File: src/design/afsg_pkg.sv
// Shared types, constants and control structs for the frame-skip governor.
// No dependencies.
`timescale 1ns / 1ps
`default_nettype none

package afsg_pkg;

  // default tuning parameters
  localparam int REPORT_PERIOD_DEF = 5;
  localparam int MAX_SKIP_DEF      = 12;

  // fixed arithmetic constants
  localparam int BLANK_USEC    = 16667;
  localparam int BUDGET_SHIFT  = 3;     // cost * 8
  localparam int DIV_STEPS     = 32;    // one quotient bit per cycle
  localparam int CNT_W         = 5;

  // configuration register indexes
  localparam logic [1:0] REG_ENABLED      = 2'd0;
  localparam logic [1:0] REG_DYNAMIC_MODE = 2'd1;
  localparam logic [1:0] REG_FIXED_SKIP   = 2'd2;

  typedef struct packed {
    logic [31:0] now_seconds;
    logic [31:0] window_usec;
    logic [15:0] window_frames;
  } in_item_t;

  typedef struct packed {
    logic        composite_now;
    logic        window_closed;
    logic [7:0]  skip_in_use;
    logic [31:0] cost_per_composite;
  } out_item_t;

  // controller to datapath
  typedef struct packed {
    logic load;
    logic step;
    logic tune_init;
    logic tune_step;
    logic commit;
  } dp_cmd_t;

  // datapath to controller
  typedef struct packed {
    logic need_tune;
  } dp_status_t;

endpackage

`default_nettype wire

File: src/design/afsg_ctrl.sv
// Sequencing state machine for the frame-skip governor.
// Depends on afsg_pkg.
`timescale 1ns / 1ps
`default_nettype none

module afsg_ctrl import afsg_pkg::*; #(
  parameter int MAX_SKIP = MAX_SKIP_DEF
) (
  input  wire logic       clk,
  input  wire logic       rst_n,
  input  wire logic       in_valid,
  output logic            in_ready,
  output logic            out_valid,
  input  wire logic       out_ready,
  output dp_cmd_t         cmd,
  input  wire dp_status_t status
);

  localparam int TUNE_STEPS = MAX_SKIP - 1;
  localparam int TUNE_LAST  = (TUNE_STEPS > 0) ? TUNE_STEPS - 1 : 0;

  typedef enum logic [4:0] {
    S_IDLE = 5'b00001,
    S_DIV  = 5'b00010,
    S_EVAL = 5'b00100,
    S_TUNE = 5'b01000,
    S_DONE = 5'b10000
  } state_t;

  state_t             state_r, state_nxt;
  logic [CNT_W-1:0]   cnt_r, cnt_nxt;
  logic               out_valid_r, out_valid_nxt;

  // next-state and command decode
  always_comb begin
    state_nxt = state_r;
    cnt_nxt   = cnt_r;
    cmd       = '0;
    in_ready  = 1'b0;
    case (state_r)
      S_IDLE: begin
        in_ready = 1'b1;
        if (in_valid) begin
          cmd.load  = 1'b1;
          cnt_nxt   = '0;
          state_nxt = S_DIV;
        end
      end
      S_DIV: begin
        cmd.step = 1'b1;
        cnt_nxt  = cnt_r + 1'b1;
        if (cnt_r == CNT_W'(DIV_STEPS - 1)) begin
          state_nxt = S_EVAL;
        end
      end
      S_EVAL: begin
        // clear the retune count even when there are no steps to run
        if (status.need_tune) begin
          cmd.tune_init = 1'b1;
          cnt_nxt       = '0;
        end
        if (status.need_tune && (TUNE_STEPS > 0)) begin
          state_nxt = S_TUNE;
        end else begin
          state_nxt = S_DONE;
        end
      end
      S_TUNE: begin
        cmd.tune_step = 1'b1;
        cnt_nxt       = cnt_r + 1'b1;
        if (cnt_r == CNT_W'(TUNE_LAST)) begin
          state_nxt = S_DONE;
        end
      end
      S_DONE: begin
        // wait for the output slot to be free or draining
        if (!out_valid_r || out_ready) begin
          cmd.commit = 1'b1;
          state_nxt  = S_IDLE;
        end
      end
      default: begin
        state_nxt = S_IDLE;
      end
    endcase
  end

  // output slot occupancy
  always_comb begin
    if (cmd.commit) begin
      out_valid_nxt = 1'b1;
    end else if (out_ready) begin
      out_valid_nxt = 1'b0;
    end else begin
      out_valid_nxt = out_valid_r;
    end
  end

  assign out_valid = out_valid_r;

  always_ff @(posedge clk) begin
    if (!rst_n) begin
      state_r     <= S_IDLE;
      cnt_r       <= '0;
      out_valid_r <= 1'b0;
    end else begin
      state_r     <= state_nxt;
      cnt_r       <= cnt_nxt;
      out_valid_r <= out_valid_nxt;
    end
  end

endmodule

`default_nettype wire

File: src/design/afsg_datapath.sv
// Datapath: config registers, blank counter, bit-serial divider,
// reciprocal report-period test, skip retune loop and the output register.
// Depends on afsg_pkg.
`timescale 1ns / 1ps
`default_nettype none

module afsg_datapath import afsg_pkg::*; #(
  parameter int REPORT_PERIOD = REPORT_PERIOD_DEF,
  parameter int MAX_SKIP      = MAX_SKIP_DEF
) (
  input  wire logic       clk,
  input  wire logic       rst_n,
  input  wire in_item_t   in_data,
  input  wire logic       cfg_we,
  input  wire logic [1:0] cfg_index,
  input  wire logic [7:0] cfg_data,
  input  wire dp_cmd_t    cmd,
  output dp_status_t      status,
  output out_item_t       out_data
);

  localparam int ACC_W = $clog2(BLANK_USEC * (MAX_SKIP + 1) + 1);
  localparam int CW    = 32 + BUDGET_SHIFT;
  // now / REPORT_PERIOD = (now * RECIP) >> RSH, exact over 32 bits
  localparam int          RSH   = 32 + $clog2(REPORT_PERIOD);
  localparam logic [32:0] RECIP =
    33'((64'd1 << RSH) / 64'(REPORT_PERIOD) + 64'd1);

  // configuration and persistent state
  logic        enabled_r, dynamic_r;
  logic [7:0]  fixed_skip_r;
  logic [7:0]  blanks_r, blanks_nxt;
  logic [3:0]  tuned_r;
  logic [31:0] last_sec_r;

  // per-item working registers
  logic [31:0] now_r;
  logic [31:0] quo_r;
  logic [15:0] rem_r, frames_r;
  logic [31:0] per_quo_r;
  logic        on_period_r;
  logic        composite_r;
  logic [ACC_W-1:0] acc_r;
  logic [3:0]  q_r;
  out_item_t   out_r;

  logic [7:0]  cur_skip;
  logic [7:0]  blanks_inc;
  logic        comp_hit;
  logic [16:0] rem_sh;
  logic        rem_ge;
  logic [64:0] per_prod;
  logic [31:0] cost;
  logic        closed;
  logic        need_tune;
  logic [CW-1:0] cost8;
  logic [3:0]  tuned_new;
  logic [7:0]  skip_out;

  assign cur_skip = dynamic_r ? {4'd0, tuned_r} : fixed_skip_r;

  // blank counter, saturating at 255
  assign blanks_inc = (blanks_r == 8'hFF) ? blanks_r : blanks_r + 8'd1;
  assign comp_hit   = (blanks_inc >= cur_skip);
  always_comb begin
    blanks_nxt = blanks_r;
    if (enabled_r) begin
      blanks_nxt = comp_hit ? 8'd0 : blanks_inc;
    end
  end

  // restoring divide step: window_usec / window_frames
  assign rem_sh = {rem_r, quo_r[31]};
  assign rem_ge = (rem_sh >= {1'b0, frames_r});

  // report-period quotient by reciprocal multiply
  assign per_prod = {33'd0, now_r} * {32'd0, RECIP};

  // window close decision, valid once the divide loop has finished
  assign cost      = (frames_r == 16'd0) ? 32'd0 : quo_r;
  assign closed    = enabled_r && (now_r != last_sec_r) && on_period_r;
  assign need_tune = closed && dynamic_r && (cost != 32'd0);
  assign status.need_tune = need_tune;

  // retune: q counts thresholds k*BLANK_USEC that cost*8 reaches
  assign cost8     = {cost, BUDGET_SHIFT'(0)};
  assign tuned_new = need_tune ? q_r + 4'd1 : tuned_r;
  assign skip_out  = dynamic_r ? {4'd0, tuned_new} : fixed_skip_r;

  // control and persistent state
  always_ff @(posedge clk) begin
    if (!rst_n) begin
      enabled_r    <= 1'b0;
      dynamic_r    <= 1'b0;
      fixed_skip_r <= 8'd1;
      blanks_r     <= 8'd0;
      tuned_r      <= 4'd1;
      last_sec_r   <= 32'd0;
    end else begin
      if (cfg_we) begin
        case (cfg_index)
          REG_ENABLED:      enabled_r <= cfg_data[0];
          REG_DYNAMIC_MODE: begin
            dynamic_r <= cfg_data[0];
            tuned_r   <= 4'd1;
          end
          REG_FIXED_SKIP:   fixed_skip_r <= cfg_data;
          default: ;
        endcase
      end
      if (cmd.load) begin
        blanks_r <= blanks_nxt;
      end
      if (cmd.commit && closed) begin
        last_sec_r <= now_r;
        tuned_r    <= tuned_new;
      end
    end
  end

  // working registers, no reset needed
  always_ff @(posedge clk) begin
    if (cmd.load) begin
      now_r       <= in_data.now_seconds;
      quo_r       <= in_data.window_usec;
      frames_r    <= in_data.window_frames;
      rem_r       <= '0;
      composite_r <= enabled_r && comp_hit;
    end
    if (cmd.step) begin
      quo_r       <= {quo_r[30:0], rem_ge};
      rem_r       <= rem_ge ? 16'(rem_sh - {1'b0, frames_r}) : rem_sh[15:0];
      // the period quotient settles first and the period test follows from it
      per_quo_r   <= 32'(per_prod >> RSH);
      on_period_r <= (now_r == per_quo_r * 32'(REPORT_PERIOD));
    end
    if (cmd.tune_init) begin
      acc_r <= ACC_W'(BLANK_USEC);
      q_r   <= 4'd0;
    end
    if (cmd.tune_step) begin
      if (cost8 >= CW'(acc_r)) begin
        q_r <= q_r + 4'd1;
      end
      acc_r <= acc_r + ACC_W'(BLANK_USEC);
    end
    if (cmd.commit) begin
      out_r.composite_now      <= composite_r;
      out_r.window_closed      <= closed;
      out_r.skip_in_use        <= skip_out;
      out_r.cost_per_composite <= closed ? cost : 32'd0;
    end
  end

  assign out_data = out_r;

endmodule

`default_nettype wire

File: src/design/adaptive_frame_skip_governor.sv
// Adaptive frame-skip governor, top level.
// Channels: in_ (one item per vertical blank: now_seconds, window_usec,
// window_frames), out_ (one result item per input item: composite_now,
// window_closed, skip_in_use, cost_per_composite), cfg_ (register writes:
// 0 enabled, 1 dynamic_mode, 2 fixed_skip; always ready).
// One item is in work at a time; a new item is taken only once the last
// one's result has been committed. After an item is accepted the restoring
// divider runs, then the window close decision, then, when a dynamic-mode
// window closes with a non-zero cost, the retune loop; the result is then
// committed to the output register. The report-period test is a reciprocal
// multiply done meanwhile, and the retune loop compares cost * 8 against
// one multiple of 16667 a cycle.
// The result sits in an output register, so a stalled receiver holds the
// result in place while the next input item is accepted and worked on; the
// block then waits with that next result until the output register frees.
// Reset (synchronous, active low) clears the config and governor state to defaults,
// empties the output register and returns the sequencer to idle.
// Depends on afsg_pkg, afsg_ctrl, afsg_datapath.
`timescale 1ns / 1ps
`default_nettype none

module adaptive_frame_skip_governor import afsg_pkg::*; #(
  parameter int REPORT_PERIOD = REPORT_PERIOD_DEF,
  parameter int MAX_SKIP      = MAX_SKIP_DEF
) (
  input  wire logic       clk,
  input  wire logic       rst_n,
  input  wire logic       in_valid,
  output logic            in_ready,
  input  wire in_item_t   in_data,
  output logic            out_valid,
  input  wire logic       out_ready,
  output out_item_t       out_data,
  input  wire logic       cfg_valid,
  output logic            cfg_ready,
  input  wire logic [1:0] cfg_index,
  input  wire logic [7:0] cfg_data
);

  dp_cmd_t    cmd;
  dp_status_t status;

  // register writes are always accepted
  assign cfg_ready = 1'b1;

  afsg_ctrl #(
    .MAX_SKIP (MAX_SKIP)
  ) u_ctrl (
    .clk       (clk),
    .rst_n     (rst_n),
    .in_valid  (in_valid),
    .in_ready  (in_ready),
    .out_valid (out_valid),
    .out_ready (out_ready),
    .cmd       (cmd),
    .status    (status)
  );

  afsg_datapath #(
    .REPORT_PERIOD (REPORT_PERIOD),
    .MAX_SKIP      (MAX_SKIP)
  ) u_dp (
    .clk       (clk),
    .rst_n     (rst_n),
    .in_data   (in_data),
    .cfg_we    (cfg_valid && cfg_ready),
    .cfg_index (cfg_index),
    .cfg_data  (cfg_data),
    .cmd       (cmd),
    .status    (status),
    .out_data  (out_data)
  );

endmodule

`default_nettype wire

File: config.mk
export PLATFORM = sky130hd
export DESIGN_NAME = adaptive_frame_skip_governor
export DESIGN_NICKNAME = d
export VERILOG_FILES = /design/src/design/afsg_pkg.sv /design/src/design/afsg_ctrl.sv /design/src/design/afsg_datapath.sv /design/src/design/adaptive_frame_skip_governor.sv
export SDC_FILE = /design/constraint.sdc
export NUM_CORES = 2
export LEC_CHECK = 0
export BUFFER_PORTS_ARGS = -buffer_cell sky130_fd_sc_hd__buf_2
export CORE_ASPECT_RATIO = 0.6
export CORE_MARGIN = 3
export CORE_UTILIZATION = 50
export CTS_CLUSTER_DIAMETER = 50
export DETAILED_ROUTE_END_ITERATION = 7
export GPL_TIMING_DRIVEN = 1
export PLACE_DENSITY = 0.78
export SYNTH_ARGS = -nofsm -noshare
export SYNTH_HDL_FRONTEND = slang
export SYNTH_SLANG_ARGS = --single-unit
File: constraint.sdc
create_clock -name clk -period 20.2 [get_ports clk]
set_input_delay 6.06 -clock clk [delete_from_list [all_inputs] [get_ports clk]]
set_output_delay 6.06 -clock clk [all_outputs]
set_load 0.05 [all_outputs]
---- Word level (Yosys, flattened, before mapping) ----
Index checks and enable logic that the tools add are counted.
Widths: inputs -> output; s select.
storage, ports and cells
  flip-flop bits (word level) ............. 257
  logic and storage cells ................. 114
  bits of input ports ..................... 95
cells by class
  multipliers ............................. 2
  order comparisons ....................... 3
  mux-type cells .......................... 39
  reduce and logical (&&, ||, !) cells .... 25
  add/sub/neg operators ................... 5
  eq/ne operators ......................... 17
operator list
  kind                    count
  $mux 32                 3
  $mul 32x32->64 const B  1
  $mux 16                 3
  $mux 18                 2
  $ge 35x18->1            1
  $mux 5                  7
  $eq 32x32->1            1
  $mul 30x3->32 const B   1
  $mux 4                  8
  $ne 32x32->1            1
  $reduce_bool 32->1      1
  $pmux 5 s5              1
  $mux 8                  3
  $add 18x15->18 const B  1
  $ge 17x16->1            1
  $logic_not 16->1        1
  $sub 16x16->16          1
  $pmux 5 s3              1
  $mux 1                  11
  $eq 5x4->1 const B      2
  $eq 5x5->1 const B      2
  $reduce_and 2->1        5
  $reduce_bool 2->1       5
  $add 8x1->8 const B     1
  other kinds (19)        27

---- Logic depth before layout (Yosys ltp) ----
  depth in word-level cells ............... 10
  depth in mapped cells ................... 27
  depth with buffers taken out ............ 27

---- By module ----
A second synthesis with hierarchy kept.
unflattened totals
  cells, all modules ...................... 2935
  area, all modules ....................... 30800.8 µm²
by module, submodules not included
  module                        cells each  sequential area each (µm²)  area an instance (µm²)  instances
  afsg_datapath                 2853        6806.5                      30110.1                 1
  afsg_ctrl                     80          220.2                       679.4                   1
  adaptive_frame_skip_governor  2           0.0                         11.3                    1

---- Worst setup path after synthesis ----
OpenSTA, ideal clock, no wires.
  path type ............................... input to register
  start point ............................. input port in_valid
  end point ............................... register u_dp.quo_r[0], enable pin
  setup time .............................. 0.384 ns
  data required time ...................... 19.816 ns
  setup slack ............................. 11.687 ns
  cell stages on the path ................. 2
  arrival ................................. 8.129 ns
  cell sequence ........................... and2_1 -> or2_2
on the way
  word-level cells in the longest chain between the ends .. 3
ends and longest elaborated chain
  item                         line                                source
  start: declaration           adaptive_frame_skip_governor.sv:28  input wire logic in_valid,
  $mux 1                       afsg_ctrl.sv:43                     if (in_valid) begin
  $mux 1                       afsg_ctrl.sv:40                     case (state_r)
  $reduce_bool 2->1 (no line)  n/a
  end signal: assignment       afsg_datapath.sv:125                quo_r <= in_data.window_usec;
  end signal: assignment       afsg_datapath.sv:131                quo_r <= {quo_r[30:0], rem_ge};
  end: declaration             afsg_datapath.sv:38                 logic [31:0] quo_r;
Every way passes these cells.
A chain may end at the register's enable or synchronous reset.

---- Final worst setup path ----
  start point ............................. register u_dp.now_r[15]
  end point ............................... register u_dp.per_quo_r[23], data pin
on the way
  word-level cells in the longest chain between the ends .. 1
ends and longest elaborated chain
  item                      line                  source
  start: declaration        afsg_datapath.sv:37   logic [31:0] now_r;
  start signal: assignment  afsg_datapath.sv:124  now_r <= in_data.now_seconds;
  $mul 32x32->64            afsg_datapath.sv:77   assign per_prod = {33'd0, now_r} * {32'd0, RECIP};
  via u_dp.per_prod[58]     afsg_datapath.sv:52   logic [64:0] per_prod;
  end signal: assignment    afsg_datapath.sv:134  per_quo_r <= 32'(per_prod >> RSH);
  end: declaration          afsg_datapath.sv:40   logic [31:0] per_quo_r;
The timed path passes the listed nets, and every way through them passes these cells.

==> out/results.md <==
Outcome
* run status: completed

STA
* setup clock skew after layout: 0.0299 ns
* number of hold-slack violations in the final timing report: 0
* final cycle utilization of the critical path: 43.9%
* PnR worst setup slack: 11.33 ns
* Setup TNS Final: 0 ns
* setup repair after global routing missed its margin: no
* final setup violating endpoints: 0
* post-layout minimum cycle time: 8.87 ns
* final count of pins violating max slew: 0
* worst slew margin relative to its limit: 21.9%
* Max Fclk: 113 MHz
* slew at the pin closest to its max-slew limit: 1.17 ns
* final-layout worst hold slack: 0.425 ns

CTS
* clock latency of the later-clocked register in the worst-skew pair: 0.53 ns
* H-tree levels: 2
* number of buffers inserted for hold repair after clock tree synthesis: 0
* Inserted Clock Buffers: 34
* post-CTS clock slew at the launch and capture registers of the worst setup and hold paths: 0.06 ns
* count of cells resized by post-cts repair: 0
* clock sink count: 257
* CTS tree: done
* Setup Buffers After CTS: 0
* master cell of the clock root buffer: sky130_fd_sc_hd__clkbuf_16
* buffers from clock root to sink, at most: 3

Flow run
* total of max-cap violations: 0

Logic synthesis
* Synthesis Warnings: 0
* instance count of the mapped netlist: 3,115
* most repeated cell in the gate-level netlist after synthesis: sky130_fd_sc_hd__inv_1
* dominant cell type by area after synthesis: sky130_fd_sc_hd__fa_1
* ys async rst share: 0%
* main combinational cell family by area after synthesis: adder cells
* Cell Area, Synth: 0.0312 mm2
* portion of the post-synthesis area used by sequential elements: 22.5%
* distinct cell type count after synthesis: 77
* top cells by instance count after synthesis: sky130_fd_sc_hd__inv_1, sky130_fd_sc_hd__ha_1, sky130_fd_sc_hd__fa_1
* top flip-flop cell by instance count after synthesis: sky130_fd_sc_hd__edfxtp_1
* arithmetic-cell share of the synthesized area counting full adders, half adders and majority gates: 42.8%
* largest cells by area after synthesis: sky130_fd_sc_hd__fa_1, sky130_fd_sc_hd__edfxtp_1, sky130_fd_sc_hd__ha_1
* Post-Synth XOR/XNOR Area: 5.05%
* share of cell area taken by muxes after synthesis: 1.89%
* compound-cell area share of the yosys netlist: 8.40%
* post-synthesis register bit count: 257
* EDFF count, synth: 188
* simple-gate share of the synthesized area: 10.3%
* net count of the mapped netlist: 4,044
* proportion of netlist area held by the largest area contributor: 24.9%
* mean area per synthesized cell: 10.0 um2

Worst setup path
* startpoint type of the worst setup path: register
* required time worst endpoint: 20.45 ns
* top fanout value on the critical path: 9
* type of destination of the critical path: register
* endpoint arrival time on the critical path: 9.12 ns
* Critical Setup Path Class: register to register

Hold path
* type of the tightest min-delay check: register to register

Global route
* final global-route overflow total: 0
* number of global-route vias before repair: 22,800
* Total Routing Usage GR: 28.2%
* pin count of the biggest net entering global routing: 79
* wire length of the first global-routing pass: 138 mm
* number of antenna violations at the first check in global routing: 9

Route
* Detailed Route Iter0 Violations: 2,364
* Wirelength per Cell: 22.5 um
* detailed-route wire length: 92.5 mm
* Vias per Instance: 5.57
* number of routed nets with antenna violations: 0
* total vias in the final route: 22,900
* first-pass iteration count of the detailed router: 6
* residual DRC count: 0

Place
* pre-CTS WS: 11.64 ns
* quantity of I/O buffers inserted on ports: 138
* global placement routability congestion: 1.05
* Cell Area, Placed: 0.0328 mm2
* dpl hpwl: 77.7 mm

Layout
* share of post-route cells with drive strength above 1: 7.32%
* final net count: 4,168
* area growth from synthesis to final layout: 8.68%
* Layout Cell Area excl Fill: 0.0339 mm2

Die
* Core ar.: 0.0613 mm2
* width of the die: 328 um
* # IOs: 140
* die area: 0.0655 mm2
* total number of placement rows: 70
* effective utilization at floorplan: 50.9%
* Die Height: 199 um

==> metal layers <==
metal / wire length (um) / up-vias / track usage [%]
met5: 373 / - / 3.84
met4: 1000 / 8 / 4.26
met1: 42100 / 11100 / 42.5
met3: 14900 / 82 / 14.7
li1: - / 10400 / -
met2: 34100 / 1255 / 35.4
==> through the flow <==
| stage | std cells | utilization (%) |
|---|---|---|
| 2_1_floorplan | 3115 | - |
| 3_3_place_gp | 4031 | 53.5 |
| 3_5_place_dp | 4031 | 53.5 |
| 4_1_cts | 4092 | 55.3 |
| 5_1_grt | 4099 | 55.3 |
| 6_report | 4102 | 55.3 |
==> cell type report <==
type                            instances  area [um2]
Fill cell                            5331       27400
Multi-Input combinational cell       2109       21400
Sequential cell                       257        7030
Inverter                              683        2560
Tap cell                              828        1040
Clock buffer                           45         923
Timing Repair Buffer                  154         811
Clock inverter                         16         156
Antenna cell                           10        25.0
==> cells by family after synthesis <==
| kind of cell | count (synthesis) |
|---|---|
| buffers and inverters | 749 |
| AO/OA/AOI/OAI | 400 |
| adder cells (fa/ha/maj) | 834 |
| AND/OR/NAND/NOR | 638 |
| other | 1 |
| flip-flops | 257 |
| multiplexers | 58 |
| XOR/XNOR | 178 |
==> worst max-delay path: stages, from the launching register on <==
cell	delay, ns
sky130_fd_sc_hd__edfxtp_1	0.74
sky130_fd_sc_hd__ha_1	0.48
sky130_fd_sc_hd__inv_1	0.20
sky130_fd_sc_hd__fa_1	0.59
sky130_fd_sc_hd__inv_1	0.09
sky130_fd_sc_hd__fa_1	0.54
sky130_fd_sc_hd__inv_1	0.05
sky130_fd_sc_hd__fa_1	0.50
sky130_fd_sc_hd__inv_1	0.05
sky130_fd_sc_hd__fa_1	0.48
sky130_fd_sc_hd__fa_1	0.54
sky130_fd_sc_hd__fa_1	0.55
sky130_fd_sc_hd__inv_1	0.05
sky130_fd_sc_hd__fa_1	0.52
sky130_fd_sc_hd__inv_1	0.04
sky130_fd_sc_hd__ha_1	0.33
sky130_fd_sc_hd__a21oi_1	0.21
sky130_fd_sc_hd__o211ai_1	0.12
sky130_fd_sc_hd__nand4_1	0.14
sky130_fd_sc_hd__a31oi_1	0.11
sky130_fd_sc_hd__a211oi_2	0.94
sky130_fd_sc_hd__o21ai_2	0.18
sky130_fd_sc_hd__a41o_1	0.32
sky130_fd_sc_hd__a211oi_2	0.27
sky130_fd_sc_hd__o31ai_2	0.13
sky130_fd_sc_hd__a41o_1	0.26
sky130_fd_sc_hd__xor2_1	0.14
==> layout by cell type (no fill, tap or decap), types with 7 or more instances in the layout <==
cell and instances:
sky130_fd_sc_hd__buf_4 16, sky130_fd_sc_hd__nor3_1 24, sky130_fd_sc_hd__fa_1 388, sky130_fd_sc_hd__a21oi_1 122, sky130_fd_sc_hd__o211ai_1 10, sky130_fd_sc_hd__o21bai_1 8
sky130_fd_sc_hd__mux2i_1 51, sky130_fd_sc_hd__xnor2_1 82, sky130_fd_sc_hd__clkbuf_16 35, sky130_fd_sc_hd__a21boi_0 8, sky130_fd_sc_hd__xor2_1 94, sky130_fd_sc_hd__or3_1 10
sky130_fd_sc_hd__a31oi_1 7, sky130_fd_sc_hd__buf_2 138, sky130_fd_sc_hd__ha_1 446, sky130_fd_sc_hd__nand2b_1 17, sky130_fd_sc_hd__o31ai_1 14, sky130_fd_sc_hd__nor4_1 26
sky130_fd_sc_hd__o21a_1 16, sky130_fd_sc_hd__nor2b_1 78, sky130_fd_sc_hd__diode_2 10, sky130_fd_sc_hd__dfxtp_1 69, sky130_fd_sc_hd__and3_1 12, sky130_fd_sc_hd__mux2_2 7
sky130_fd_sc_hd__nand3_1 41, sky130_fd_sc_hd__edfxtp_1 188, sky130_fd_sc_hd__nand4_1 37, sky130_fd_sc_hd__nand3b_1 9, sky130_fd_sc_hd__and2_1 65, sky130_fd_sc_hd__nor2_1 92
sky130_fd_sc_hd__a21o_1 58, sky130_fd_sc_hd__nand2_1 205, sky130_fd_sc_hd__clkbuf_1 9, sky130_fd_sc_hd__o21ai_0 75, sky130_fd_sc_hd__a211oi_1 7, sky130_fd_sc_hd__inv_1 682
==> path summary, 6_finish.rpt <==
check,depth (start not counted),start,slack (ns),endpoint
worst min-delay path,0,u_dp.composite_r,0.43,u_dp.out_data[41]
worst min register to register,0,u_dp.composite_r,0.43,u_dp.out_data[41]
worst max-delay path,26,u_dp.now_r[15],11.33,u_dp.per_quo_r[23]
worst max register to register,26,u_dp.now_r[15],11.33,u_dp.per_quo_r[23]
==> sequential cells by signal (all words and copies together) (netlist names), 16 cells and up <==
name             flops
u_dp.quo_r          32
u_dp.frames_r       16
u_dp.last_sec_r     32
u_dp.out_data       42
u_dp.now_r          32
u_dp.per_quo_r      30
u_dp.acc_r          18
u_dp.rem_r          16
Power is left out: the tool's default activity adds up to more than one toggle a clock period on the data nets, which glitch-free logic cannot reach.
